`config.mk`:
```
export PLATFORM = sky130hd
export DESIGN_NAME = greedy_text_line_breaker
export DESIGN_NICKNAME = d
export VERILOG_FILES = /design/src/design/gtlb_pkg.sv /design/src/design/greedy_text_line_breaker.sv
export SDC_FILE = /design/constraint.sdc
export NUM_CORES = 2
export LEC_CHECK = 0
export BUFFER_PORTS_ARGS = -buffer_cell sky130_fd_sc_hd__buf_2
export CAP_MARGIN = 20
export CORE_UTILIZATION = 55
export DETAILED_ROUTE_END_ITERATION = 12
export PLACE_DENSITY = 0.72
export SLEW_MARGIN = 40
export SYNTH_ARGS = -nofsm -noshare
export SYNTH_HDL_FRONTEND = slang
export SYNTH_SLANG_ARGS = --single-unit
```
`constraint.sdc`:
```
create_clock -name i_clk -period 15 [get_ports i_clk]
set_input_delay 1.5 -clock i_clk [delete_from_list [all_inputs] [get_ports i_clk]]
set_output_delay 1.5 -clock i_clk [all_outputs]
set_load 0.01 [all_outputs]
```
`src/design/gtlb_pkg.sv`:
```
package gtlb_pkg;

    localparam int MAX_GLYPHS = 4096;
    localparam int MAX_BYTES  = 65536;

    localparam int GLYPH_W = 13;
    localparam int BYTE_W  = 16;
    localparam int WIDTH_W = 24;
    localparam int ADV_W   = 16;
    localparam int MET_W   = 16;
    localparam int CFG_W   = 24;

    localparam logic [GLYPH_W-1:0] GLYPH_SAT = GLYPH_W'(MAX_GLYPHS);
    localparam logic [BYTE_W-1:0]  BYTE_SAT  = BYTE_W'(MAX_BYTES - 1);
    localparam logic [WIDTH_W-1:0] WIDTH_SAT = {WIDTH_W{1'b1}};

    // character class codes
    localparam logic [1:0] CLS_ORDINARY = 2'd0;
    localparam logic [1:0] CLS_BREAK    = 2'd1;
    localparam logic [1:0] CLS_NEWLINE  = 2'd2;

    // configuration register indexes
    localparam logic CFG_WRAP_ENABLE = 1'b0;
    localparam logic CFG_MAX_WIDTH   = 1'b1;

    // ascent, descent, height
    typedef logic [2:0][MET_W-1:0] t_metrics;

    typedef struct packed {
        logic [GLYPH_W-1:0] start_glyph;
        logic [GLYPH_W-1:0] glyph_count;
        logic [BYTE_W-1:0]  start_byte;
        logic [BYTE_W-1:0]  byte_count;
        logic [WIDTH_W-1:0] line_width;
        t_metrics           metrics;
        logic               last_line;
    } t_line_rec;

    function automatic t_metrics metric_max(input t_metrics a, input t_metrics b);
        t_metrics r;
        for (int k = 0; k < 3; k++) begin
            r[k] = (a[k] > b[k]) ? a[k] : b[k];
        end
        return r;
    endfunction

    function automatic logic [GLYPH_W-1:0] glyph_sub0(input logic [GLYPH_W-1:0] a,
                                                      input logic [GLYPH_W-1:0] b);
        return (a > b) ? (a - b) : '0;
    endfunction

    function automatic logic [BYTE_W-1:0] byte_sub0(input logic [BYTE_W-1:0] a,
                                                    input logic [BYTE_W-1:0] b);
        return (a > b) ? (a - b) : '0;
    endfunction

    function automatic logic [WIDTH_W-1:0] width_sat(input logic [WIDTH_W:0] v);
        return v[WIDTH_W] ? WIDTH_SAT : v[WIDTH_W-1:0];
    endfunction

    function automatic logic [GLYPH_W-1:0] glyph_inc(input logic [GLYPH_W-1:0] v);
        return (v >= GLYPH_SAT) ? GLYPH_SAT : (v + 1'b1);
    endfunction

    function automatic logic [BYTE_W-1:0] byte_inc(input logic [BYTE_W-1:0] v);
        return (v >= BYTE_SAT) ? BYTE_SAT : (v + 1'b1);
    endfunction

endpackage

```
`src/design/greedy_text_line_breaker.sv`:
```
// Greedy word-wrap line breaker. Shaped glyphs enter one transaction at a time
// on the input channel, in text order; line records leave on the output channel.
// A newline glyph ends the line (the newline itself is excluded), a break glyph
// (space, hyphen, tab) sets a break point just after itself, and with
// wrap_enable set and max_width nonzero a glyph that pushes a non-empty line past
// max_width cuts it at the last break point, or before that glyph if there is
// none. The final glyph flushes the open line and, with ends_newline, an empty
// trailing line; last_line marks the last record of a text and all line state
// then returns to reset. Rate: one glyph per cycle unless the input stalls.
// A glyph is registered at the input, then its records enter a four-entry result
// queue; one glyph can produce up to three records, and the output channel moves
// one record per cycle unless i_out_stall holds it. The input stalls whenever the
// queue has under three free entries, so records per cycle at the output bound
// the sustained glyph rate. Write the configuration only while the block is idle.
module greedy_text_line_breaker (
    input  logic                         i_clk,
    input  logic                         i_rst_n,
    // configuration
    input  logic                         i_cfg_we,
    input  logic                         i_cfg_index,
    input  logic [gtlb_pkg::CFG_W-1:0]   i_cfg_data,
    // glyph input channel
    input  logic                         i_in_valid,
    output logic                         o_in_stall,
    input  logic [gtlb_pkg::ADV_W-1:0]   i_advance,
    input  logic [gtlb_pkg::BYTE_W-1:0]  i_byte_index,
    input  logic [1:0]                   i_char_class,
    input  logic [gtlb_pkg::MET_W-1:0]   i_glyph_ascent,
    input  logic [gtlb_pkg::MET_W-1:0]   i_glyph_descent,
    input  logic [gtlb_pkg::MET_W-1:0]   i_glyph_height,
    input  logic                         i_final_glyph,
    input  logic [gtlb_pkg::BYTE_W-1:0]  i_total_bytes,
    input  logic                         i_ends_newline,
    // line record output channel
    output logic                         o_out_valid,
    input  logic                         i_out_stall,
    output logic [gtlb_pkg::GLYPH_W-1:0] o_start_glyph,
    output logic [gtlb_pkg::GLYPH_W-1:0] o_glyph_count,
    output logic [gtlb_pkg::BYTE_W-1:0]  o_start_byte,
    output logic [gtlb_pkg::BYTE_W-1:0]  o_byte_count,
    output logic [gtlb_pkg::WIDTH_W-1:0] o_line_width,
    output logic [gtlb_pkg::MET_W-1:0]   o_line_ascent,
    output logic [gtlb_pkg::MET_W-1:0]   o_line_descent,
    output logic [gtlb_pkg::MET_W-1:0]   o_line_height,
    output logic                         o_last_line
);
    import gtlb_pkg::*;

    localparam int QDEPTH = 4;
    localparam int QPTR_W = $clog2(QDEPTH);
    localparam int QCNT_W = $clog2(QDEPTH + 1);
    localparam int MAX_PUSH = 3;

    // ---------------- configuration ----------------
    logic               r_wrap_enable;
    logic [WIDTH_W-1:0] r_max_width;

    always_ff @(posedge i_clk) begin
        if (!i_rst_n) begin
            r_wrap_enable <= 1'b0;
            r_max_width   <= '0;
        end else if (i_cfg_we) begin
            unique case (i_cfg_index)
                CFG_WRAP_ENABLE: r_wrap_enable <= i_cfg_data[0];
                CFG_MAX_WIDTH:   r_max_width   <= i_cfg_data[WIDTH_W-1:0];
                default: ;
            endcase
        end
    end

    // ---------------- input register ----------------
    logic               r_in_valid;
    logic [ADV_W-1:0]   r_advance;
    logic [BYTE_W-1:0]  r_byte_index;
    logic [1:0]         r_char_class;
    t_metrics           r_glyph_met;
    logic               r_final_glyph;
    logic [BYTE_W-1:0]  r_total_bytes;
    logic               r_ends_newline;

    // ---------------- result queue ----------------
    t_line_rec          r_queue [QDEPTH];
    logic [QPTR_W-1:0]  r_wr_ptr;
    logic [QPTR_W-1:0]  r_rd_ptr;
    logic [QCNT_W-1:0]  r_q_count;

    logic room;
    logic proc;
    logic pop;

    // Take a glyph only when the queue can absorb the worst case of three records.
    assign room       = (r_q_count <= QCNT_W'(QDEPTH - MAX_PUSH));
    assign proc       = r_in_valid && room;
    assign o_in_stall = r_in_valid && !room;
    assign pop        = o_out_valid && !i_out_stall;

    always_ff @(posedge i_clk) begin
        if (!i_rst_n) begin
            r_in_valid <= 1'b0;
        end else if (!o_in_stall) begin
            r_in_valid <= i_in_valid;
        end
    end

    always_ff @(posedge i_clk) begin
        if (i_in_valid && !o_in_stall) begin
            r_advance      <= i_advance;
            r_byte_index   <= i_byte_index;
            r_char_class   <= i_char_class;
            r_glyph_met    <= {i_glyph_height, i_glyph_descent, i_glyph_ascent};
            r_final_glyph  <= i_final_glyph;
            r_total_bytes  <= i_total_bytes;
            r_ends_newline <= i_ends_newline;
        end
    end

    // ---------------- line state ----------------
    logic [GLYPH_W-1:0] r_glyph_counter;
    logic [GLYPH_W-1:0] r_line_first_glyph;
    logic [BYTE_W-1:0]  r_line_first_byte;
    logic [WIDTH_W-1:0] r_running_width;
    logic [GLYPH_W-1:0] r_break_glyph;
    logic [BYTE_W-1:0]  r_break_byte;
    logic [WIDTH_W-1:0] r_width_at_break;
    logic [GLYPH_W-1:0] r_glyphs_on_line;
    t_metrics           r_met_before;
    t_metrics           r_met_after;

    logic [GLYPH_W-1:0] n_glyph_counter;
    logic [GLYPH_W-1:0] n_line_first_glyph;
    logic [BYTE_W-1:0]  n_line_first_byte;
    logic [WIDTH_W-1:0] n_running_width;
    logic [GLYPH_W-1:0] n_break_glyph;
    logic [BYTE_W-1:0]  n_break_byte;
    logic [WIDTH_W-1:0] n_width_at_break;
    logic [GLYPH_W-1:0] n_glyphs_on_line;
    t_metrics           n_met_before;
    t_metrics           n_met_after;

    // records produced by this glyph: line end (newline or wrap), flush, trailing
    t_line_rec rec_end, rec_flush, rec_trail;
    logic      v_end, v_flush, v_trail;

    logic [GLYPH_W-1:0] next_glyph;
    logic [BYTE_W-1:0]  bi_inc;
    logic [WIDTH_W:0]   sum;
    logic               wrap;
    logic [GLYPH_W-1:0] s1_break_glyph;
    logic [BYTE_W-1:0]  s1_break_byte;
    logic [WIDTH_W-1:0] s1_width_at_break;
    t_metrics           s1_met_before;
    t_metrics           s1_met_after;
    logic [WIDTH_W:0]   carry_width;

    always_comb begin
        next_glyph = glyph_inc(r_glyph_counter);
        bi_inc     = byte_inc(r_byte_index);
        sum        = {1'b0, r_running_width} + (WIDTH_W+1)'(r_advance);

        // hold state by default
        n_glyph_counter    = r_glyph_counter;
        n_line_first_glyph = r_line_first_glyph;
        n_line_first_byte  = r_line_first_byte;
        n_running_width    = r_running_width;
        n_break_glyph      = r_break_glyph;
        n_break_byte       = r_break_byte;
        n_width_at_break   = r_width_at_break;
        n_glyphs_on_line   = r_glyphs_on_line;
        n_met_before       = r_met_before;
        n_met_after        = r_met_after;

        s1_break_glyph    = r_break_glyph;
        s1_break_byte     = r_break_byte;
        s1_width_at_break = r_width_at_break;
        s1_met_before     = r_met_before;
        s1_met_after      = r_met_after;
        carry_width       = '0;
        wrap              = 1'b0;

        rec_end = '0;
        v_end   = 1'b0;

        if (r_char_class == CLS_NEWLINE) begin
            // close the line, newline excluded
            v_end               = 1'b1;
            rec_end.start_glyph = r_line_first_glyph;
            rec_end.glyph_count = glyph_sub0(r_glyph_counter, r_line_first_glyph);
            rec_end.start_byte  = r_line_first_byte;
            rec_end.byte_count  = byte_sub0(r_byte_index, r_line_first_byte);
            rec_end.line_width  = r_running_width;
            rec_end.metrics     = metric_max(metric_max(r_met_before, r_met_after),
                                             r_glyph_met);
            n_line_first_glyph  = next_glyph;
            n_line_first_byte   = bi_inc;
            n_running_width     = '0;
            n_break_glyph       = next_glyph;
            n_break_byte        = bi_inc;
            n_width_at_break    = '0;
            n_glyphs_on_line    = '0;
            n_met_before        = '0;
            n_met_after         = '0;
        end else begin
            // break glyph: move the break point just after itself
            if (r_char_class == CLS_BREAK) begin
                s1_break_glyph    = next_glyph;
                s1_break_byte     = bi_inc;
                s1_width_at_break = width_sat(sum);
                s1_met_before     = metric_max(metric_max(r_met_before, r_met_after),
                                               r_glyph_met);
                s1_met_after      = '0;
            end else begin
                s1_met_after = metric_max(r_met_after, r_glyph_met);
            end

            wrap = r_wrap_enable && (r_max_width != '0)
                && (sum > {1'b0, r_max_width}) && (r_glyphs_on_line != '0);

            n_met_after = s1_met_after;

            if (wrap) begin
                v_end = 1'b1;
                if (s1_break_glyph > r_line_first_glyph) begin
                    // cut at the break point, carry the rest
                    rec_end.start_glyph = r_line_first_glyph;
                    rec_end.glyph_count = s1_break_glyph - r_line_first_glyph;
                    rec_end.start_byte  = r_line_first_byte;
                    rec_end.byte_count  = byte_sub0(s1_break_byte, r_line_first_byte);
                    rec_end.line_width  = s1_width_at_break;
                    rec_end.metrics     = s1_met_before;
                    n_glyphs_on_line    = glyph_sub0(next_glyph, s1_break_glyph);
                    n_line_first_glyph  = s1_break_glyph;
                    n_line_first_byte   = s1_break_byte;
                    if (sum > {1'b0, s1_width_at_break}) begin
                        carry_width = sum - {1'b0, s1_width_at_break};
                    end
                    n_running_width     = width_sat(carry_width);
                end else begin
                    // no break point: cut before this glyph
                    rec_end.start_glyph = r_line_first_glyph;
                    rec_end.glyph_count = glyph_sub0(r_glyph_counter, r_line_first_glyph);
                    rec_end.start_byte  = r_line_first_byte;
                    rec_end.byte_count  = byte_sub0(r_byte_index, r_line_first_byte);
                    rec_end.line_width  = r_running_width;
                    rec_end.metrics     = metric_max(s1_met_before, r_met_after);
                    n_line_first_glyph  = r_glyph_counter;
                    n_line_first_byte   = r_byte_index;
                    n_running_width     = WIDTH_W'(r_advance);
                    n_met_after         = r_glyph_met;
                    n_glyphs_on_line    = GLYPH_W'(1);
                end
                n_met_before     = '0;
                n_break_glyph    = n_line_first_glyph;
                n_break_byte     = n_line_first_byte;
                n_width_at_break = '0;
            end else begin
                n_break_glyph    = s1_break_glyph;
                n_break_byte     = s1_break_byte;
                n_width_at_break = s1_width_at_break;
                n_met_before     = s1_met_before;
                n_running_width  = width_sat(sum);
                n_glyphs_on_line = glyph_inc(r_glyphs_on_line);
            end
        end

        n_glyph_counter = next_glyph;

        // final glyph: flush the open line and the optional trailing empty line
        v_flush               = r_final_glyph && (n_line_first_glyph < next_glyph);
        rec_flush.start_glyph = n_line_first_glyph;
        rec_flush.glyph_count = next_glyph - n_line_first_glyph;
        rec_flush.start_byte  = n_line_first_byte;
        rec_flush.byte_count  = byte_sub0(r_total_bytes, n_line_first_byte);
        rec_flush.line_width  = n_running_width;
        rec_flush.metrics     = metric_max(n_met_before, n_met_after);
        rec_flush.last_line   = r_final_glyph && !(r_final_glyph && r_ends_newline);

        v_trail               = r_final_glyph && r_ends_newline;
        rec_trail.start_glyph = next_glyph;
        rec_trail.glyph_count = '0;
        rec_trail.start_byte  = r_total_bytes;
        rec_trail.byte_count  = '0;
        rec_trail.line_width  = '0;
        rec_trail.metrics     = r_glyph_met;
        rec_trail.last_line   = 1'b1;

        rec_end.last_line = r_final_glyph && !v_flush && !v_trail;

        if (r_final_glyph) begin
            n_glyph_counter    = '0;
            n_line_first_glyph = '0;
            n_line_first_byte  = '0;
            n_running_width    = '0;
            n_break_glyph      = '0;
            n_break_byte       = '0;
            n_width_at_break   = '0;
            n_glyphs_on_line   = '0;
            n_met_before       = '0;
            n_met_after        = '0;
        end
    end

    always_ff @(posedge i_clk) begin
        if (!i_rst_n) begin
            r_glyph_counter    <= '0;
            r_line_first_glyph <= '0;
            r_line_first_byte  <= '0;
            r_running_width    <= '0;
            r_break_glyph      <= '0;
            r_break_byte       <= '0;
            r_width_at_break   <= '0;
            r_glyphs_on_line   <= '0;
            r_met_before       <= '0;
            r_met_after        <= '0;
        end else if (proc) begin
            r_glyph_counter    <= n_glyph_counter;
            r_line_first_glyph <= n_line_first_glyph;
            r_line_first_byte  <= n_line_first_byte;
            r_running_width    <= n_running_width;
            r_break_glyph      <= n_break_glyph;
            r_break_byte       <= n_break_byte;
            r_width_at_break   <= n_width_at_break;
            r_glyphs_on_line   <= n_glyphs_on_line;
            r_met_before       <= n_met_before;
            r_met_after        <= n_met_after;
        end
    end

    // ---------------- queue write: pack the valid records in order ----------------
    logic [QPTR_W-1:0] off_flush;
    logic [QPTR_W-1:0] off_trail;
    logic [1:0]        n_push;

    always_comb begin
        off_flush = QPTR_W'(v_end);
        off_trail = QPTR_W'(v_end) + QPTR_W'(v_flush);
        n_push    = 2'(v_end) + 2'(v_flush) + 2'(v_trail);
    end

    always_ff @(posedge i_clk) begin
        if (proc) begin
            if (v_end) begin
                r_queue[r_wr_ptr] <= rec_end;
            end
            if (v_flush) begin
                r_queue[r_wr_ptr + off_flush] <= rec_flush;
            end
            if (v_trail) begin
                r_queue[r_wr_ptr + off_trail] <= rec_trail;
            end
        end
    end

    always_ff @(posedge i_clk) begin
        if (!i_rst_n) begin
            r_wr_ptr  <= '0;
            r_rd_ptr  <= '0;
            r_q_count <= '0;
        end else begin
            if (proc) begin
                r_wr_ptr <= r_wr_ptr + QPTR_W'(n_push);
            end
            if (pop) begin
                r_rd_ptr <= r_rd_ptr + 1'b1;
            end
            r_q_count <= r_q_count + (proc ? QCNT_W'(n_push) : '0)
                       - QCNT_W'(pop);
        end
    end

    // ---------------- output ----------------
    t_line_rec head;

    assign head           = r_queue[r_rd_ptr];
    assign o_out_valid    = (r_q_count != '0);
    assign o_start_glyph  = head.start_glyph;
    assign o_glyph_count  = head.glyph_count;
    assign o_start_byte   = head.start_byte;
    assign o_byte_count   = head.byte_count;
    assign o_line_width   = head.line_width;
    assign o_line_ascent  = head.metrics[0];
    assign o_line_descent = head.metrics[1];
    assign o_line_height  = head.metrics[2];
    assign o_last_line    = head.last_line;

endmodule
```
# [Word level (Yosys, flattened, before mapping)]
# Memory sizes are Yosys's and may differ from the RTL's. A register that Yosys moved wholly into a read port is not among the register bits.
# Index checks and enable logic that the tools add are counted.
[word_totals] ff_bits=361 input_bits=130 wordCells=191 out_inout_bits=133 ram_bits=524 memories=1
[classes] n_eq_ne=2 n_bitwise=1 n_addsub=20 n_lt_le_gt_ge=28 muxes=88 n_reduce_logical=22
[mem_list] name="r_queue" words=4 word_bits=131 rd=1 rd_ports_with_merged_regs=1 write_ports=3 line="greedy_text_line_breaker.sv:82" source="t_line_rec r_queue [QDEPTH];"
[op_table] op="$mux 48" count=10
[op_table] op="$mux 16" count=28
[op_table] op="$gt 16x16->1" count=18
[op_table] op="$mux 24" count=11
[op_table] op="$mux 130" count=2
[op_table] op="$mux 13" count=18
[op_table] op="$mux 117" count=1
[op_table] op="$mux 25" count=4
[op_table] op="$sub 13x13->13" count=4
[op_table] op="$gt 25x24->1" count=2
[op_table] op="$sub 16x16->16" count=3
[op_table] op="$gt 13x13->1" count=3
[op_table] op="$add 13x1->13 const B" count=2
[op_table] op="$ge 13x13->1 const B" count=2
[op_table] op="$add 24x16->25" count=1
[op_table] op="$sub 25x24->25" count=1
[op_table] op="$reduce_bool 24->1" count=1
[op_table] op="$add 16x1->16 const B" count=1
[op_table] op="$ge 16x16->1 const B" count=1
[op_table] op="$lt 13x13->1" count=1
[op_table] op="$reduce_bool 13->1" count=1
[op_table] op="$logic_and 1x1->1" count=12
[op_table] op="$mux 1" count=11
[op_table] op="$mux 2" count=3
[op_table] op="other kinds (13)" count=20

# [Longest topological paths before layout]
[logic_depth] ltp_word=15 ltp_mapped=42 ltp_nobuf=39

# [Worst setup path before layout]
# No wires, ideal clock.
[synth_path] kind="reg-to-reg" startpoint="reg r_advance[1]" endpoint="mem r_queue[1][100] (netlist bit), enable pin" arrival_ns=10.357 path_buffers=6 setup_time_ns=0.968 path_stages_with_launch=40 t_required_ns=14.032 setup_slack_ns=3.675 cell_sequence="edfxtp_1 ha_1 a21o_1 a21oi_1 o21bai_1 a21o_1 a21oi_1 o31ai_1 a221oi_1 nor2_1 xnor2_1 inv_1 ha_1 and3_1 a221o_1 a31oi_1 nand3_1 a21oi_1 [... 4 more ...] a21oi_1 inv_1 ha_1 and4_1 o2111ai_1 a21o_1 and4b_1 buf_2 or2_2 nor2_1 ha_1 ha_1 xnor2_1 xor2_1 nand3_1 clkbuf_1 clkbuf_1 nand3_1"
[synth_rtl] item="from (decl)" line="greedy_text_line_breaker.sv:73" source="logic [ADV_W-1:0] r_advance;"
[synth_rtl] item="from (signal assigned)" line="greedy_text_line_breaker.sv:107" source="r_advance <= i_advance;"
[synth_rtl] item="to (decl)" line="greedy_text_line_breaker.sv:82"

==> reports/metrics.cfg <==
[synthesis]
synthTopCellsByArea = edfxtp_1 (19%), dfxtp_1 (15%), ha_1 (8.2%)
synthesis.area_mm2 = 0.0630
async_flop_share_pct = 0
synth_edf_count = 408
ys_types = 90
synth_top_area_share_pct = 19.5
synth_top_cell_by_area = edfxtp_1
synth_warnings = 0
syn-num-nets = 7748
synth_seq_cells = 887
yosysSeqAreaShare_pct = 34.7
syn_inst = 7196
syn_area_per_cell_um2 = 8.75
synth_ff_type = dfxtp_1

[critical_path]
crit_slowest_cell = nand3_4
worstPathMaxFanout = 42
critical_path_class = reg -> reg
critPathArrivalTime_ps = 12490
required_ps = 15330
max_stage_delay_ps = 780
cp_top_family = compound AO/OA/AOI/OAI gates
r2r-start = r_advance[1]
critPathLaunch = r_advance[1]
cp-start-kind = flop
critPathBufInv = 5
crit_top_cell = ha_1
cp-end-kind = flop

[flow_run]
maxCapViolCount = 0

[grt]
grt_pass1_wl_um = 339000
gr-usage-all-layers_pct = 37.8
antenna_found_initial = 8
grt_pass1_vias = 55181
overflow = 0
grt_max_degree = 138

[routing]
wirelength_um = 226000
vias = 58479
drt_iter0_drc = 7654
detail_route.vias_per_cell = 6.69
drc = 0
postRouteAntennaNets = 0
routedWlPerCell_um = 25.9
drtPass1Iterations = 7

[sta]
tightest_slew_ps = 973
hold_viol = 0
final-setup-viol-count = 0
slew_headroom_pct = 34.7
fmax_ghz = 0.0822
period_minus_slack_ps = 12160
slew_violations = 0
post-route-period-util_pct = 81.1
finalSetupTns_ps = 0
skew_ps = 27.3
rsz0062_at_grt = false

[final_layout]
nNetsFinal = 7711
multi_input_area_mm2 = 0.0382
drive_above_1_share_pct = 13.1
areaGrowthSynthToFinish_pct = 9.41
postLayoutCellArea_mm2 = 0.0689
ff_latch_area_mm2 = 0.0218
post-route-util_pct = 61.0
final_cells = 8747
n_fill_cell = 9716

[clock_tree]
tritoncts = yes
cts_num_sinks = 887
root_buffer = clkbuf_16
path_clk_slew_ps = 70
cts_hold_buf = 0
clk_latency_ps = 720
clk_path_buf_depth = 3
numCtsBuffers = 100
postCtsSetupBuffers = 0
htreeDepth = 3
cts_resized = 0

[placed_design]
post-place-cells = 8551
place_congestion = 1.03
dp_hpwl_um = 154000
place_area_mm2 = 0.0654
port_buffers = 262

[floorplan]
ios = 263
initial_core_util_pct = 55.7
die_area_mm2 = 0.116
coreArea_mm2 = 0.113
rows = 123
die_x_um = 340
die_y_um = 340

[power]
irDropWorstVdd_uv = 115
power_density_mw_per_mm2 = 130
power_leakage_nw = 26.6

[worst_hold_path]
min_from = r_break_glyph[2]
hold_path.class = reg -> reg

[status]
status = finished, final reports clean

## flip-flops by register name, summed over array words and instances (netlist names), 16 cells and up, named ones only
name / count
r_running_width: 24
r_max_width: 24
r_break_byte: 16
r_glyph_met: 48
r_met_after: 48
r_byte_index: 16
r_met_before: 48
r_advance: 16
r_total_bytes: 16
r_queue: 524
r_width_at_break: 24
r_line_first_byte: 16
## worst min-delay path: stages (launching register included)
cell,delay (ps)
dfxtp_1,310
nand2_1,50
a21boi_0,60
## where the power goes
| group | internal [mW] | switching, mW |
|---|---|---|
| registers | 2.83 | 0.229 |
| logic | 1.27 | 2.02 |
| clock network | 1.49 | 1.10 |
| total | 5.60 | 3.35 |
## cell usage in the layout (no fill, tap or decap), drive strengths merged, types with 48 or more instances in the layout
| master | synthesis | routed |
|---|---|---|
| a22oi | 120 | 120 |
| a21boi | 55 | 55 |
| nor2b | 175 | 175 |
| mux2i | 292 | 292 |
| nand2 | 739 | 739 |
| nand4 | 80 | 80 |
| mux4 | 131 | 131 |
| o21a | 103 | 103 |
| nand2b | 48 | 48 |
| xor2 | 49 | 49 |
| nor3 | 112 | 112 |
| o21ai | 313 | 313 |
| buf | 136 | 375 |
| mux2 | 155 | 155 |
| and2 | 114 | 114 |
| xnor2 | 83 | 83 |
| a211oi | 99 | 99 |
| inv | 327 | 332 |
| ha | 412 | 412 |
| a21oi | 662 | 662 |
| edfxtp | 408 | 408 |
| nor2 | 696 | 696 |
| or2 | 89 | 89 |
| clkbuf | 383 | 135 |
| o22ai | 96 | 96 |
| a21o | 110 | 110 |
| nand3 | 101 | 101 |
| o211ai | 155 | 155 |
| dfxtp | 479 | 479 |
| a31oi | 71 | 71 |
## layer usage
metal	share of wire, %	vias up	track usage (%)
met5	0.026	-	0
met4	4.4	8	15.9
met3	12	659	8.91
met2	44	3637	58.0
met1	40	27983	50.9
li1	-	26192	-
## per-stage QoR
step	worst slack, ps	hold WS [ps]	power [mW]
floorplan	3680	441	5.18
global placement	3530	451	6.23
detailed placement	3240	457	6.30
CTS	3160	466	8.88
global route	2270	484	9.29
finish	2840	464	8.94
## cells in the mapped netlist (16+ instances only)
library cell and count:
xor2_1 49, mux2_2 138, nand4_1 80, dfxtp_1 479, inv_1 327, buf_1 54
a21boi_0 53, xnor2_1 83, o21bai_1 16, o21a_1 103, a211oi_1 99, nor2b_1 175
a22oi_1 120, buf_2 58, o22a_1 39, nor4_1 20, a211o_1 26, and3_1 40
or2_2 45, nand2_1 739, o22ai_1 96, nor3_1 112, o221ai_1 23, o21ai_0 290
mux2i_1 291, mux4_2 131, nand2b_1 48, clkbuf_1 383, buf_4 17, nor2_1 693
edfxtp_1 408, or2_0 40, a21oi_1 662, o211ai_1 155, and2_1 114, a21o_1 110
o21ai_1 23, a31oi_1 71, nand3_1 101, ha_1 412, a221oi_1 26, or3_1 34
## worst paths after layout
path | to | slack (ps) | cells past startpoint
setup / recovery | r_queue[1][29] | 2840 | 35
hold / removal | r_break_glyph[2] | 460 | 2
setup reg to reg | r_queue[1][29] | 2840 | 35
hold reg to reg | r_break_glyph[2] | 460 | 2
## area by class of cell
cell class,instances,share of cell area (%)
diodes,2,0.00727
clock buffers,130,4.04
clock inverters,58,0.906
inverters,327,1.78
multi-input cells,5463,55.4
flip-flops and latches,887,31.7
well taps,1500,2.72
repair buffers,380,3.37
## logic make-up after synthesis
family | count (synthesis) | synth area share [%]
flip-flops | 887 | 34.7
AND/OR/NAND/NOR | 2288 | 16.8
buffers and inverters | 846 | 5.34
AO/OA/AOI/OAI | 2043 | 20.7
XOR/XNOR | 132 | 1.84
multiplexers | 578 | 12.1
adder cells (fa/ha/maj) | 422 | 8.51
(Power assumes the default switching activity.)
